## config.mk

```make
export PLATFORM = sky130hd
export DESIGN_NAME = mcad_ring_seq
export DESIGN_NICKNAME = d
export VERILOG_FILES = /design/src/rtl/mcad_pkg.sv /design/src/rtl/mcad_col_mod.sv /design/src/rtl/mcad_ring_seq.sv
export SDC_FILE = /design/constraint.sdc
export NUM_CORES = 1
export LEC_CHECK = 0
export BUFFER_PORTS_ARGS = -buffer_cell sky130_fd_sc_hd__buf_2
export CORE_UTILIZATION = 64
export DETAILED_ROUTE_END_ITERATION = 16
export PLACE_DENSITY_LB_ADDON = 0.1
export SYNTH_ARGS = -nofsm -noshare
export SYNTH_HDL_FRONTEND = slang
export SYNTH_SLANG_ARGS = --single-unit
```

## constraint.sdc

```tcl
create_clock -name clock -period 6.8 [get_ports clock]
set_input_delay 0.68 -clock clock [delete_from_list [all_inputs] [get_ports clock]]
set_output_delay 0.68 -clock clock [all_outputs]
set_load 0.02 [all_outputs]
```

## src/rtl/mcad_pkg.sv

```systemverilog
// shared types, constants and helpers of the additive circle draw unit
`timescale 1ns / 1ps
`default_nettype none

package mcad_pkg;

   // frame store geometry
   localparam int MAX_WIDTH  = 64;
   localparam int MAX_HEIGHT = 64;
   localparam int DEPTH      = MAX_WIDTH * MAX_HEIGHT;
   localparam int ADDR_W     = (DEPTH > 1) ? $clog2(DEPTH) : 1;

   // field widths fixed by the interface
   localparam int DIM_W   = 7;
   localparam int COORD_W = 6;
   localparam int CHAN_W  = 8;
   localparam int STEP_W  = $clog2(DIM_W);
   localparam int ERR_W   = 10;

   // register indexes
   localparam logic REG_WIDTH  = 1'b0;
   localparam logic REG_HEIGHT = 1'b1;

   // item kinds
   localparam logic MODE_DRAW = 1'b0;
   localparam logic MODE_READ = 1'b1;

   typedef struct packed {
      logic [CHAN_W-1:0] red;
      logic [CHAN_W-1:0] green;
      logic [CHAN_W-1:0] blue;
   } rgb_type;

   typedef struct packed {
      logic               mode;
      logic [COORD_W-1:0] cen_x;
      logic [COORD_W-1:0] cen_y;
      logic [COORD_W-1:0] radius;
      rgb_type            color;
      logic [COORD_W-1:0] read_x;
      logic [COORD_W-1:0] read_y;
   } req_item_type;

   // one access of the frame store pipeline
   typedef struct packed {
      logic              valid;
      logic              is_read;
      logic [ADDR_W-1:0] addr;
      rgb_type           color;
   } pix_op_type;

   typedef struct packed {
      logic    valid;
      rgb_type pixel;
   } pix_rsp_type;

   typedef enum logic [2:0] {
      ST_IDLE,
      ST_MOD,
      ST_PLOT,
      ST_READ,
      ST_RWAIT,
      ST_DONE
   } seq_state_type;

   // active dimension: zero counts as one, larger than the store as the store
   function automatic logic [DIM_W-1:0] clamp_dim(input logic [DIM_W-1:0] v, input int maxv);
      logic [DIM_W-1:0] r;
      if (v == '0) r = DIM_W'(1);
      else if (int'(v) > maxv) r = DIM_W'(maxv);
      else r = v;
      return r;
   endfunction

   // column major pixel address
   function automatic logic [ADDR_W-1:0] pix_addr(input logic [DIM_W-1:0] col,
                                                  input logic [DIM_W-1:0] row);
      logic [ADDR_W+DIM_W:0] t;
      t = (ADDR_W+DIM_W+1)'(col) * (ADDR_W+DIM_W+1)'(MAX_HEIGHT) + (ADDR_W+DIM_W+1)'(row);
      return t[ADDR_W-1:0];
   endfunction

   function automatic logic [CHAN_W-1:0] sat_add(input logic [CHAN_W-1:0] a,
                                                 input logic [CHAN_W-1:0] b);
      logic [CHAN_W:0] s;
      s = {1'b0, a} + {1'b0, b};
      return s[CHAN_W] ? {CHAN_W{1'b1}} : s[CHAN_W-1:0];
   endfunction

endpackage

`default_nettype wire

```

## src/rtl/mcad_col_mod.sv

```systemverilog
// restoring remainder unit, one compare and subtract per cycle
`timescale 1ns / 1ps
`default_nettype none

module mcad_col_mod (
   input  wire logic                      clock,
   input  wire logic                      reset,
   input  wire logic                      start,
   input  wire logic [mcad_pkg::DIM_W-1:0] value,
   input  wire logic [mcad_pkg::DIM_W-1:0] divisor,
   output logic                           done,
   output logic [mcad_pkg::DIM_W-1:0]     result
);
   import mcad_pkg::*;

   logic                busy_ff, busy_in;
   logic                done_ff, done_in;
   logic [STEP_W-1:0]   k_ff, k_in;
   logic [DIM_W-1:0]    rem_ff, rem_in;
   logic [DIM_W-1:0]    div_ff, div_in;
   logic [2*DIM_W-1:0]  shifted;

   // subtract the divisor shifted by k where it fits
   always_comb begin
      busy_in = busy_ff;
      k_in    = k_ff;
      rem_in  = rem_ff;
      div_in  = div_ff;
      done_in = 1'b0;
      shifted = {{DIM_W{1'b0}}, div_ff} << k_ff;
      if (start) begin
         busy_in = 1'b1;
         k_in    = STEP_W'(DIM_W - 1);
         rem_in  = value;
         div_in  = divisor;
      end else if (busy_ff) begin
         if ({{DIM_W{1'b0}}, rem_ff} >= shifted) rem_in = rem_ff - shifted[DIM_W-1:0];
         if (k_ff == '0) begin
            busy_in = 1'b0;
            done_in = 1'b1;
         end else begin
            k_in = k_ff - STEP_W'(1);
         end
      end
   end

   always_ff @(posedge clock) begin
      if (reset) begin
         busy_ff <= 1'b0;
         done_ff <= 1'b0;
      end else begin
         busy_ff <= busy_in;
         done_ff <= done_in;
      end
      k_ff   <= k_in;
      rem_ff <= rem_in;
      div_ff <= div_in;
   end

   assign done   = done_ff;
   assign result = rem_ff;

endmodule

`default_nettype wire

```

## src/rtl/mcad_ring_seq.sv

```systemverilog
// item sequencer: midpoint ring stepping, octant points, reads and result register
`timescale 1ns / 1ps
`default_nettype none

module mcad_ring_seq (
   input  wire logic                        clock,
   input  wire logic                        reset,
   input  wire logic                        in_valid,
   output logic                             in_ready,
   input  wire mcad_pkg::req_item_type      item,
   input  wire logic [mcad_pkg::DIM_W-1:0]  width_act,
   input  wire logic [mcad_pkg::DIM_W-1:0]  height_act,
   input  wire logic                        clear_busy,
   output mcad_pkg::pix_op_type             op,
   input  wire mcad_pkg::pix_rsp_type       pix_rsp,
   output logic                             out_valid,
   input  wire logic                        out_ready,
   output mcad_pkg::rgb_type                out_pixel
);
   import mcad_pkg::*;

   seq_state_type          state_ff, state_in;
   logic [COORD_W-1:0]     cy_ff, cy_in;
   logic [COORD_W-1:0]     rad_ff, rad_in;
   logic [COORD_W-1:0]     a_ff, a_in;
   logic [DIM_W-1:0]       d_ff, d_in;
   logic signed [ERR_W-1:0] err_ff, err_in;
   logic [DIM_W-1:0]       pa_ff, pa_in, ma_ff, ma_in, pd_ff, pd_in, md_ff, md_in;
   logic [2:0]             oct_ff, oct_in;
   logic                   single_ff, single_in;
   rgb_type                color_ff, color_in;
   logic [COORD_W-1:0]     rx_ff, rx_in, ry_ff, ry_in;
   rgb_type                res_ff, res_in;
   logic                   out_valid_ff, out_valid_in;
   rgb_type                out_pixel_ff, out_pixel_in;

   logic                   accept, mod_start, mods_done, cx_done, rad_done;
   logic [DIM_W-1:0]       cx_wrap, rad_wrap;
   logic [DIM_W:0]         pa_sum;
   logic signed [DIM_W:0]  ma_diff;
   logic signed [8:0]      row;
   logic [DIM_W-1:0]       col;
   logic                   row_ok;
   logic [DIM_W-1:0]       d_nx;
   logic [COORD_W-1:0]     a_nx;
   logic signed [ERR_W-1:0] t_err;
   logic [DIM_W-1:0]       w_top;

   assign accept    = in_valid && in_ready;
   assign mod_start = accept && item.mode == MODE_DRAW;
   assign mods_done = cx_done && rad_done;
   assign w_top     = width_act - DIM_W'(1);

   // center column and radius reduced modulo the active width
   mcad_col_mod u_cx_mod (
      .clock   (clock),
      .reset   (reset),
      .start   (mod_start),
      .value   ({1'b0, item.cen_x}),
      .divisor (width_act),
      .done    (cx_done),
      .result  (cx_wrap)
   );

   mcad_col_mod u_rad_mod (
      .clock   (clock),
      .reset   (reset),
      .start   (mod_start),
      .value   ({1'b0, item.radius}),
      .divisor (width_act),
      .done    (rad_done),
      .result  (rad_wrap)
   );

   // point of the current octant
   always_comb begin
      case (oct_ff)
         3'd0: begin col = pa_ff; row = $signed({3'b0, cy_ff}) + $signed({2'b0, d_ff}); end
         3'd1: begin col = pd_ff; row = $signed({3'b0, cy_ff}) + $signed({3'b0, a_ff}); end
         3'd2: begin col = ma_ff; row = $signed({3'b0, cy_ff}) + $signed({2'b0, d_ff}); end
         3'd3: begin col = md_ff; row = $signed({3'b0, cy_ff}) + $signed({3'b0, a_ff}); end
         3'd4: begin col = ma_ff; row = $signed({3'b0, cy_ff}) - $signed({2'b0, d_ff}); end
         3'd5: begin col = md_ff; row = $signed({3'b0, cy_ff}) - $signed({3'b0, a_ff}); end
         3'd6: begin col = pa_ff; row = $signed({3'b0, cy_ff}) - $signed({2'b0, d_ff}); end
         3'd7: begin col = pd_ff; row = $signed({3'b0, cy_ff}) - $signed({3'b0, a_ff}); end
         default: begin col = pa_ff; row = '0; end
      endcase
      row_ok = !row[8] && (row[7:0] < {1'b0, height_act});
   end

   // next state and outputs
   always_comb begin
      state_in     = state_ff;
      cy_in        = cy_ff;
      rad_in       = rad_ff;
      a_in         = a_ff;
      d_in         = d_ff;
      err_in       = err_ff;
      pa_in        = pa_ff;
      ma_in        = ma_ff;
      pd_in        = pd_ff;
      md_in        = md_ff;
      oct_in       = oct_ff;
      single_in    = single_ff;
      color_in     = color_ff;
      rx_in        = rx_ff;
      ry_in        = ry_ff;
      res_in       = res_ff;
      out_valid_in = out_valid_ff && !out_ready;
      out_pixel_in = out_pixel_ff;
      in_ready     = 1'b0;
      op           = '0;
      pa_sum       = '0;
      ma_diff      = '0;
      d_nx         = d_ff + DIM_W'(1);
      a_nx         = a_ff - COORD_W'(1);
      t_err        = '0;

      case (state_ff)
         ST_IDLE: begin
            in_ready = !clear_busy;
            if (accept) begin
               cy_in    = item.cen_y;
               rad_in   = item.radius;
               color_in = item.color;
               rx_in    = item.read_x;
               ry_in    = item.read_y;
               if (item.mode == MODE_DRAW) begin
                  state_in = ST_MOD;
               end else if ({1'b0, item.read_x} < width_act &&
                            {1'b0, item.read_y} < height_act) begin
                  state_in = ST_READ;
               end else begin
                  res_in   = '0;
                  state_in = ST_DONE;
               end
            end
         end

         // start columns of the four column tracks
         ST_MOD: begin
            if (mods_done) begin
               pa_sum  = {1'b0, cx_wrap} + {1'b0, rad_wrap};
               pa_in   = (pa_sum >= {1'b0, width_act}) ?
                         pa_sum[DIM_W-1:0] - width_act : pa_sum[DIM_W-1:0];
               ma_diff = $signed({1'b0, cx_wrap}) - $signed({1'b0, rad_wrap});
               ma_in   = ma_diff[DIM_W] ? ma_diff[DIM_W-1:0] + width_act : ma_diff[DIM_W-1:0];
               pd_in     = cx_wrap;
               md_in     = cx_wrap;
               a_in      = rad_ff;
               d_in      = '0;
               err_in    = ERR_W'(1) - $signed({{(ERR_W-COORD_W){1'b0}}, rad_ff});
               oct_in    = '0;
               single_in = (rad_ff == '0);
               state_in  = ST_PLOT;
            end
         end

         // one octant point per cycle, then one midpoint step
         ST_PLOT: begin
            op.valid   = row_ok;
            op.is_read = 1'b0;
            op.addr    = pix_addr(col, row[DIM_W-1:0]);
            op.color   = color_ff;
            oct_in     = oct_ff + 3'd1;
            if (single_ff) begin
               res_in   = '0;
               state_in = ST_DONE;
            end else if (oct_ff == 3'd7) begin
               d_in  = d_nx;
               pd_in = (pd_ff == w_top) ? '0 : pd_ff + DIM_W'(1);
               md_in = (md_ff == '0) ? w_top : md_ff - DIM_W'(1);
               if (err_ff[ERR_W-1]) begin
                  err_in = err_ff + $signed({2'b0, d_nx, 1'b1});
               end else begin
                  a_in   = a_nx;
                  pa_in  = (pa_ff == '0) ? w_top : pa_ff - DIM_W'(1);
                  ma_in  = (ma_ff == w_top) ? '0 : ma_ff + DIM_W'(1);
                  t_err  = $signed({3'b0, d_nx}) - $signed({4'b0, a_nx}) + ERR_W'(1);
                  err_in = err_ff + (t_err <<< 1);
               end
               if ({1'b0, (err_ff[ERR_W-1] ? a_ff : a_nx)} < d_nx) begin
                  res_in   = '0;
                  state_in = ST_DONE;
               end
            end
         end

         ST_READ: begin
            op.valid   = 1'b1;
            op.is_read = 1'b1;
            op.addr    = pix_addr({1'b0, rx_ff}, {1'b0, ry_ff});
            state_in   = ST_RWAIT;
         end

         ST_RWAIT: begin
            if (pix_rsp.valid) begin
               res_in   = pix_rsp.pixel;
               state_in = ST_DONE;
            end
         end

         // hand the result to the output register once it is free
         ST_DONE: begin
            if (!out_valid_ff || out_ready) begin
               out_valid_in = 1'b1;
               out_pixel_in = res_ff;
               state_in     = ST_IDLE;
            end
         end

         default: state_in = ST_IDLE;
      endcase
   end

   always_ff @(posedge clock) begin
      if (reset) begin
         state_ff     <= ST_IDLE;
         out_valid_ff <= 1'b0;
      end else begin
         state_ff     <= state_in;
         out_valid_ff <= out_valid_in;
      end
      cy_ff        <= cy_in;
      rad_ff       <= rad_in;
      a_ff         <= a_in;
      d_ff         <= d_in;
      err_ff       <= err_in;
      pa_ff        <= pa_in;
      ma_ff        <= ma_in;
      pd_ff        <= pd_in;
      md_ff        <= md_in;
      oct_ff       <= oct_in;
      single_ff    <= single_in;
      color_ff     <= color_in;
      rx_ff        <= rx_in;
      ry_ff        <= ry_in;
      res_ff       <= res_in;
      out_pixel_ff <= out_pixel_in;
   end

   assign out_valid = out_valid_ff;
   assign out_pixel = out_pixel_ff;

endmodule

`default_nettype wire

```

---- Word-level counts from Yosys, hierarchy flattened ----
Index checks and enable logic that the tools add are counted.
storage, ports and cells
  flip-flop bits (word level) ............. 186
  input bits .............................. 99
  output and inout bits ................... 64
operators by class
  add/sub/neg operators ................... 27
  magnitude comparators ................... 7
  equal/unequal tests ..................... 25
  shift-type cells ........................ 2
  multiplexer cells ....................... 78
  bitwise operators ....................... 5
  reductions and logical operators ........ 48
operator list
  kind                                                                 number
  24-bit 2-to-1 mux                                                    8
  7-bit 2-to-1 mux                                                     22
  24-bit one-hot mux with 3 select lines                               1
  7-bit one-hot mux with 2 select lines                                5
  6-bit 2-to-1 mux                                                     10
  10-bit 2-to-1 mux                                                    4
  9-bit one-hot mux with 4 select lines                                1
  3-bit 2-to-1 mux                                                     10
  7-bit by 14-bit greater-or-equal comparator with 1-bit output        2
  14-bit one-hot mux with 2 select lines                               1
  7-bit by 3-bit left shift with 14-bit output                         2
  6-bit one-hot mux with 4 select lines                                1
  7-bit by 1-bit adder with 7-bit output (second input constant)       3
  6-bit by 7-bit less-than comparator with 1-bit output                3
  7-bit by 1-bit subtractor with 7-bit output (second input constant)  3
  7-bit subtractor                                                     3
  10-bit one-hot mux with 2 select lines                               1
  2-bit AND reduction                                                  10
  3-bit equality test (second input constant)                          6
  2-bit inequality test (second input constant)                        9
  3-bit one-hot mux with 6 select lines                                1
  2-bit OR reduction                                                   8
  7-bit equality test                                                  2
  7-bit zero test                                                      2
  other kinds (38)                                                     74

---- Logic depth before layout (Yosys ltp) ----
  depth after elaboration ................. 8
  mapped depth ............................ 18

---- Modules after synthesis ----
Synthesis repeated with hierarchy kept, for this count alone.
second synthesis, totals
  cells, all modules ...................... 1364
  area total of the unflattened synthesis .. 13684.4 sq um
by module, submodules not included
  module         times used  cells each  area an instance (sq um)  seq. area each (sq um)
  mcad_ring_seq  1           1112        11252.0                   4614.4
  mcad_col_mod   2           126         1216.2                    520.5

---- Worst setup path before layout ----
OpenSTA, ideal clock, no wires.
  path type ............................... register to register
  start point ............................. register a_ff[1]
  end point ............................... register res_ff[0] (netlist bit), enable pin
  arrival time ............................ 3.388 ns
  data required time ...................... 6.395 ns
  path slack .............................. 3.007 ns
  cell stages (with the launch flop) ...... 13
  path buffers ............................ 0
  path through ............................ edfxtp_1 inv_1 nand3_1 or3_1 nor2_1 xnor2_1 ha_1 o2111ai_1 a211oi_1 a2111oi_0 a2111o_1 nand2_1 nor2_1
on the way
  word-level cells in the longest chain between the ends .. 5
ends and longest elaborated chain
  what                                                       RTL line              RTL
  start, declared                                            mcad_ring_seq.sv:25   logic [COORD_W-1:0] a_ff, a_in;
  start signal, assigned                                     mcad_ring_seq.sv:226  a_ff <= a_in;
  6-bit by 1-bit subtractor with 6-bit output                mcad_ring_seq.sv:116  a_nx = a_ff - COORD_W'(1);
  6-bit 2-to-1 mux (*)                                       -
  6-bit by 7-bit less-than comparator with 1-bit output (*)  mcad_ring_seq.sv:182  if ({1'b0, (err_ff[ERR_W-1] ? a_ff : a_nx)} < d_nx) begin
  3-bit inequality test (no source line) (*)                 -
  7-bit AND reduction (no source line) (*)                   -
  end signal, assigned                                       mcad_ring_seq.sv:238  res_ff <= res_in;
  end, declared                                              mcad_ring_seq.sv:33   rgb_type res_ff, res_in;
Mark *: on every way between the ends. The rest lies on a longest branch, timed or not.
A chain may end at the register's enable or synchronous reset.

==> results_dict.tcl <==
set metrics [dict create \
    status "completed" \
    cp.buffers_inverters 2 \
    p_clk_share_pct 22.8 \
    diodes 0 \
    relSlewSlack_pct 20.2 \
    p_per_area_mw_per_mm2 300 \
    drt_iter0_markers 799 \
    ys_warn_count 0 \
    gr-total-overflow 0 \
    io_pins 163 \
    max_freq_mhz 221 \
    syn_inst 1326 \
    path_class "reg -> out" \
    setup_ws_ns 2.27 \
    synth_compound_area_share_pct 15.4 \
    synth-seq-cells 186 \
    fin_nets 1704 \
    setup_viol 0 \
    synth_edf_count 170 \
    vias 10500 \
    numCtsBuffers 17 \
    grtUsageTotal_pct 30.4 \
    synth-main-ff-cell "edfxtp_1" \
    final.min_clock_period_ns 4.53 \
    wirelength_microns 31900 \
    sequentialPowerShare_pct 36.6 \
    drtAntennaViolNets 0 \
    cp.arrival_ns 3.85 \
    yosysTopAreaCell "edfxtp_1" \
    fin_area_sq_mm 0.0149 \
    synth.area.mux_share_pct 3.18 \
    htree_levels 4 \
    synthTopCellsByArea "edfxtp_1 (38%), ha_1 (12%), xnor2_1 (5.1%)" \
    grt_pass1_wl_microns 51100 \
    globalplace.congestion 0.916 \
    postSynthAreaPerCell_sq_um 10.0 \
    cts_tree "yes" \
    hold_viol_final 0 \
    hold_buffers 0 \
    skew_ns 0.0138 \
    p_leak_uw 0.00621 \
    synthArstFlopShare_pct 0 \
    placed_area_sq_mm 0.0143 \
    yosys.area_share.adder_pct 14.1 \
    cts_setup_buffers 0 \
    die_x_microns 146 \
    critical_path_peak_fanout 9 \
    rows 52 \
    clk_pin_slew_ns 0.08 \
    place_ws_ns 2.63 \
    insertion_delay_ns 0.44 \
    rsz0062_at_grt "no" \
    switching_power_uw 1710 \
    drc 0 \
    synth_nets 1567 \
    total_power_uw 4470 \
    synth-simple-area-share_pct 15.3 \
    tightest_slew_ns 1.20 \
    drt_pass1_iterations 6 \
    cts_buffer_depth 2 \
    power.internal_uw 2750 \
    ys_types 77 \
    synth_top_area_share_pct 38.5 \
    cts_root_buffer "clkbuf_16" \
    drive_gt1_share_pct 15.4 \
    synth_common_cells "edfxtp_1 (170), ha_1 (129), nor2_1 (99), nand2_1 (93), a21oi_1 (91)" \
    grt_antenna_before_repair 0 \
    port_buffers 162 \
    yosysMostFrequentCell "edfxtp_1" \
    cts.sinks 186 \
    crit_family "compound AO/OA/AOI/OAI gates" \
    via_per_inst 5.99 \
    max_stage_delay_ns 0.54 \
    cpMaxStageDelayCell "edfxtp_1" \
    hp-class "in -> reg" \
    pwr-share-comb_pct 40.6 \
    fin_crit_sh_pct 66.7 \
    grt_max_degree 50 \
    core_area_sq_mm 0.0203 \
    die-area_sq_mm 0.0213 \
    drv_slew 0 \
    final_util_pct 73.3 \
    area_growth_pct 12.2 \
    start_util_pct 65.4 \
    start_kind "flop" \
    ys_seq_area_share_pct 40.9 \
    critPathCaptureType "primary output" \
    synthXorXnorAreaFrac_pct 7.24 \
    crit_chain "ha_1 -> inv_1 -> fa_1 -> a21o_1 -> a21oi_1 -> o21bai_1 -> nor4_1 -> a41oi_1 -> o211ai_1 -> ha_1 -> o21ai_0 -> a21oi_1 -> nand2_1 -> xnor2_1 -> a22o_1 -> buf_2" \
    post_cts_resized 0 \
    post_drt_wl_per_cell_microns 18.3 \
    grt_pass1_vias 10200 \
    die_h_microns 146 \
    syn-cell-area_sq_mm 0.0133 \
    sw_frac_of_total_pct 38.4 \
    max_cap_viol_count 0 \
    worst_ir_drop_vdd_mv 0.249 \
    finalSetupTns_ns 0 \
    synth_top_family_by_area "compound AO/OA/AOI/OAI gates" \
    dp_hpwl_microns 24300 \
    cp_data_required_time_ns 6.12 \
]
-- cell type report --
type | count | area (sq um)
inverters | 85 | 319
clock inverters | 15 | 189
well taps | 270 | 338
flip-flops and latches | 186 | 5430
fillers | 1564 | 5410
clock buffers | 17 | 425
repair buffers | 166 | 841
multi-input cells | 1007 | 7350
-- kinds of logic after synthesis --
family                     count (synthesis)
buffers and inverters                    133
DFF                                      186
xor gates and xnor gates                 108
adders and majority gates                142
and+or+nand+nor                          404
muxes                                     37
AOI/OAI and AO/OA                        316
-- state kept, by name, summed over array words and instances, names as in the netlist, 3 cells and up --
register          count
u_rad_mod.k_ff        3
cy_ff                 6
md_ff                 7
u_cx_mod.result       7
a_ff                  6
rx_ff                 6
pd_ff                 7
res_ff               24
rad_ff                6
ma_ff                 7
d_ff                  7
err_ff               10
state_ff              3
pa_ff                 7
u_cx_mod.div_ff       7
u_rad_mod.result      7
u_cx_mod.k_ff         3
color_ff             24
out_pixel            24
oct_ff                3
ry_ff                 6
-- metal layers --
metal / GRT usage, % / vias up / share of wire (%)
li1: - / 5090 / -
met5: 0 / - / 0
met3: 4.11 / 58 / 5.4
met2: 52.7 / 343 / 50
met1: 39.4 / 4972 / 42
met4: 10.2 / 0 / 2.1
-- worst paths after layout --
path | slack [ns] | startpoint | to | depth (start not counted)
max reg2reg | 2.56 | d_ff[0] | err_ff[9] | 18
min | 0.41 | item[30] | color_ff[18] | 1
max | 2.27 | d_ff[0] | op[33] | 16
min reg2reg | 0.42 | res_ff[16] | out_pixel[16] | 0
-- worst register-to-register path: stages, from the launching register on --
cell	delay [ns]
edfxtp_1	0.54
ha_1	0.31
xnor2_1	0.31
inv_1	0.13
ha_1	0.37
a211oi_1	0.36
nor2_1	0.11
xor2_1	0.24
nand2_1	0.08
nor2_1	0.14
xnor2_1	0.14
ha_1	0.30
nand3_1	0.09
o211ai_1	0.09
o21ai_0	0.26
nand2b_1	0.10
a21oi_1	0.18
xnor2_1	0.15
o22ai_1	0.11
-- power groups by stage --
| stage | clock (uW) | sequential, uW | combinational (uW) |
|---|---|---|---|
| after global placement | 0 | 1650 | 1730 |
| final | 1020 | 1640 | 1810 |
| after global routing | 1070 | 1650 | 2000 |
| after detailed placement | 0 | 1660 | 1780 |
| after floorplan | 0 | 1560 | 1450 |
| after CTS | 1030 | 1630 | 1800 |
-- metrics by stage --
stage          hold slack (ns)  cells
2_1_floorplan            0.400   1326
3_3_place_gp             0.401   1714
3_5_place_dp             0.405   1714
4_1_cts                  0.399   1746
5_1_grt                  0.391   1746
6_report                 0.409   1746
-- cell usage in the layout (no fill, tap or decap), types with 10 or more instances in the layout --
master | netlist | final
a211oi_1 | 11 | 11
a21o_1 | 16 | 16
a21oi_1 | 91 | 91
and2_1 | 54 | 54
buf_2 | 4 | 162
clkbuf_16 | 0 | 17
dfxtp_1 | 16 | 16
edfxtp_1 | 170 | 170
fa_1 | 13 | 13
ha_1 | 129 | 129
inv_1 | 84 | 83
mux2i_1 | 26 | 26
nand2_1 | 93 | 93
nand2b_1 | 26 | 26
nand3_1 | 23 | 23
nor2_1 | 99 | 98
nor2b_1 | 17 | 16
nor3_1 | 31 | 31
o211ai_1 | 11 | 11
o21a_1 | 10 | 10
o21ai_0 | 66 | 65
o21ai_1 | 9 | 10
o21bai_1 | 13 | 13
o22ai_1 | 13 | 13
or3_1 | 15 | 15
xnor2_1 | 77 | 77
xor2_1 | 29 | 29
(Power assumes the default switching activity.)
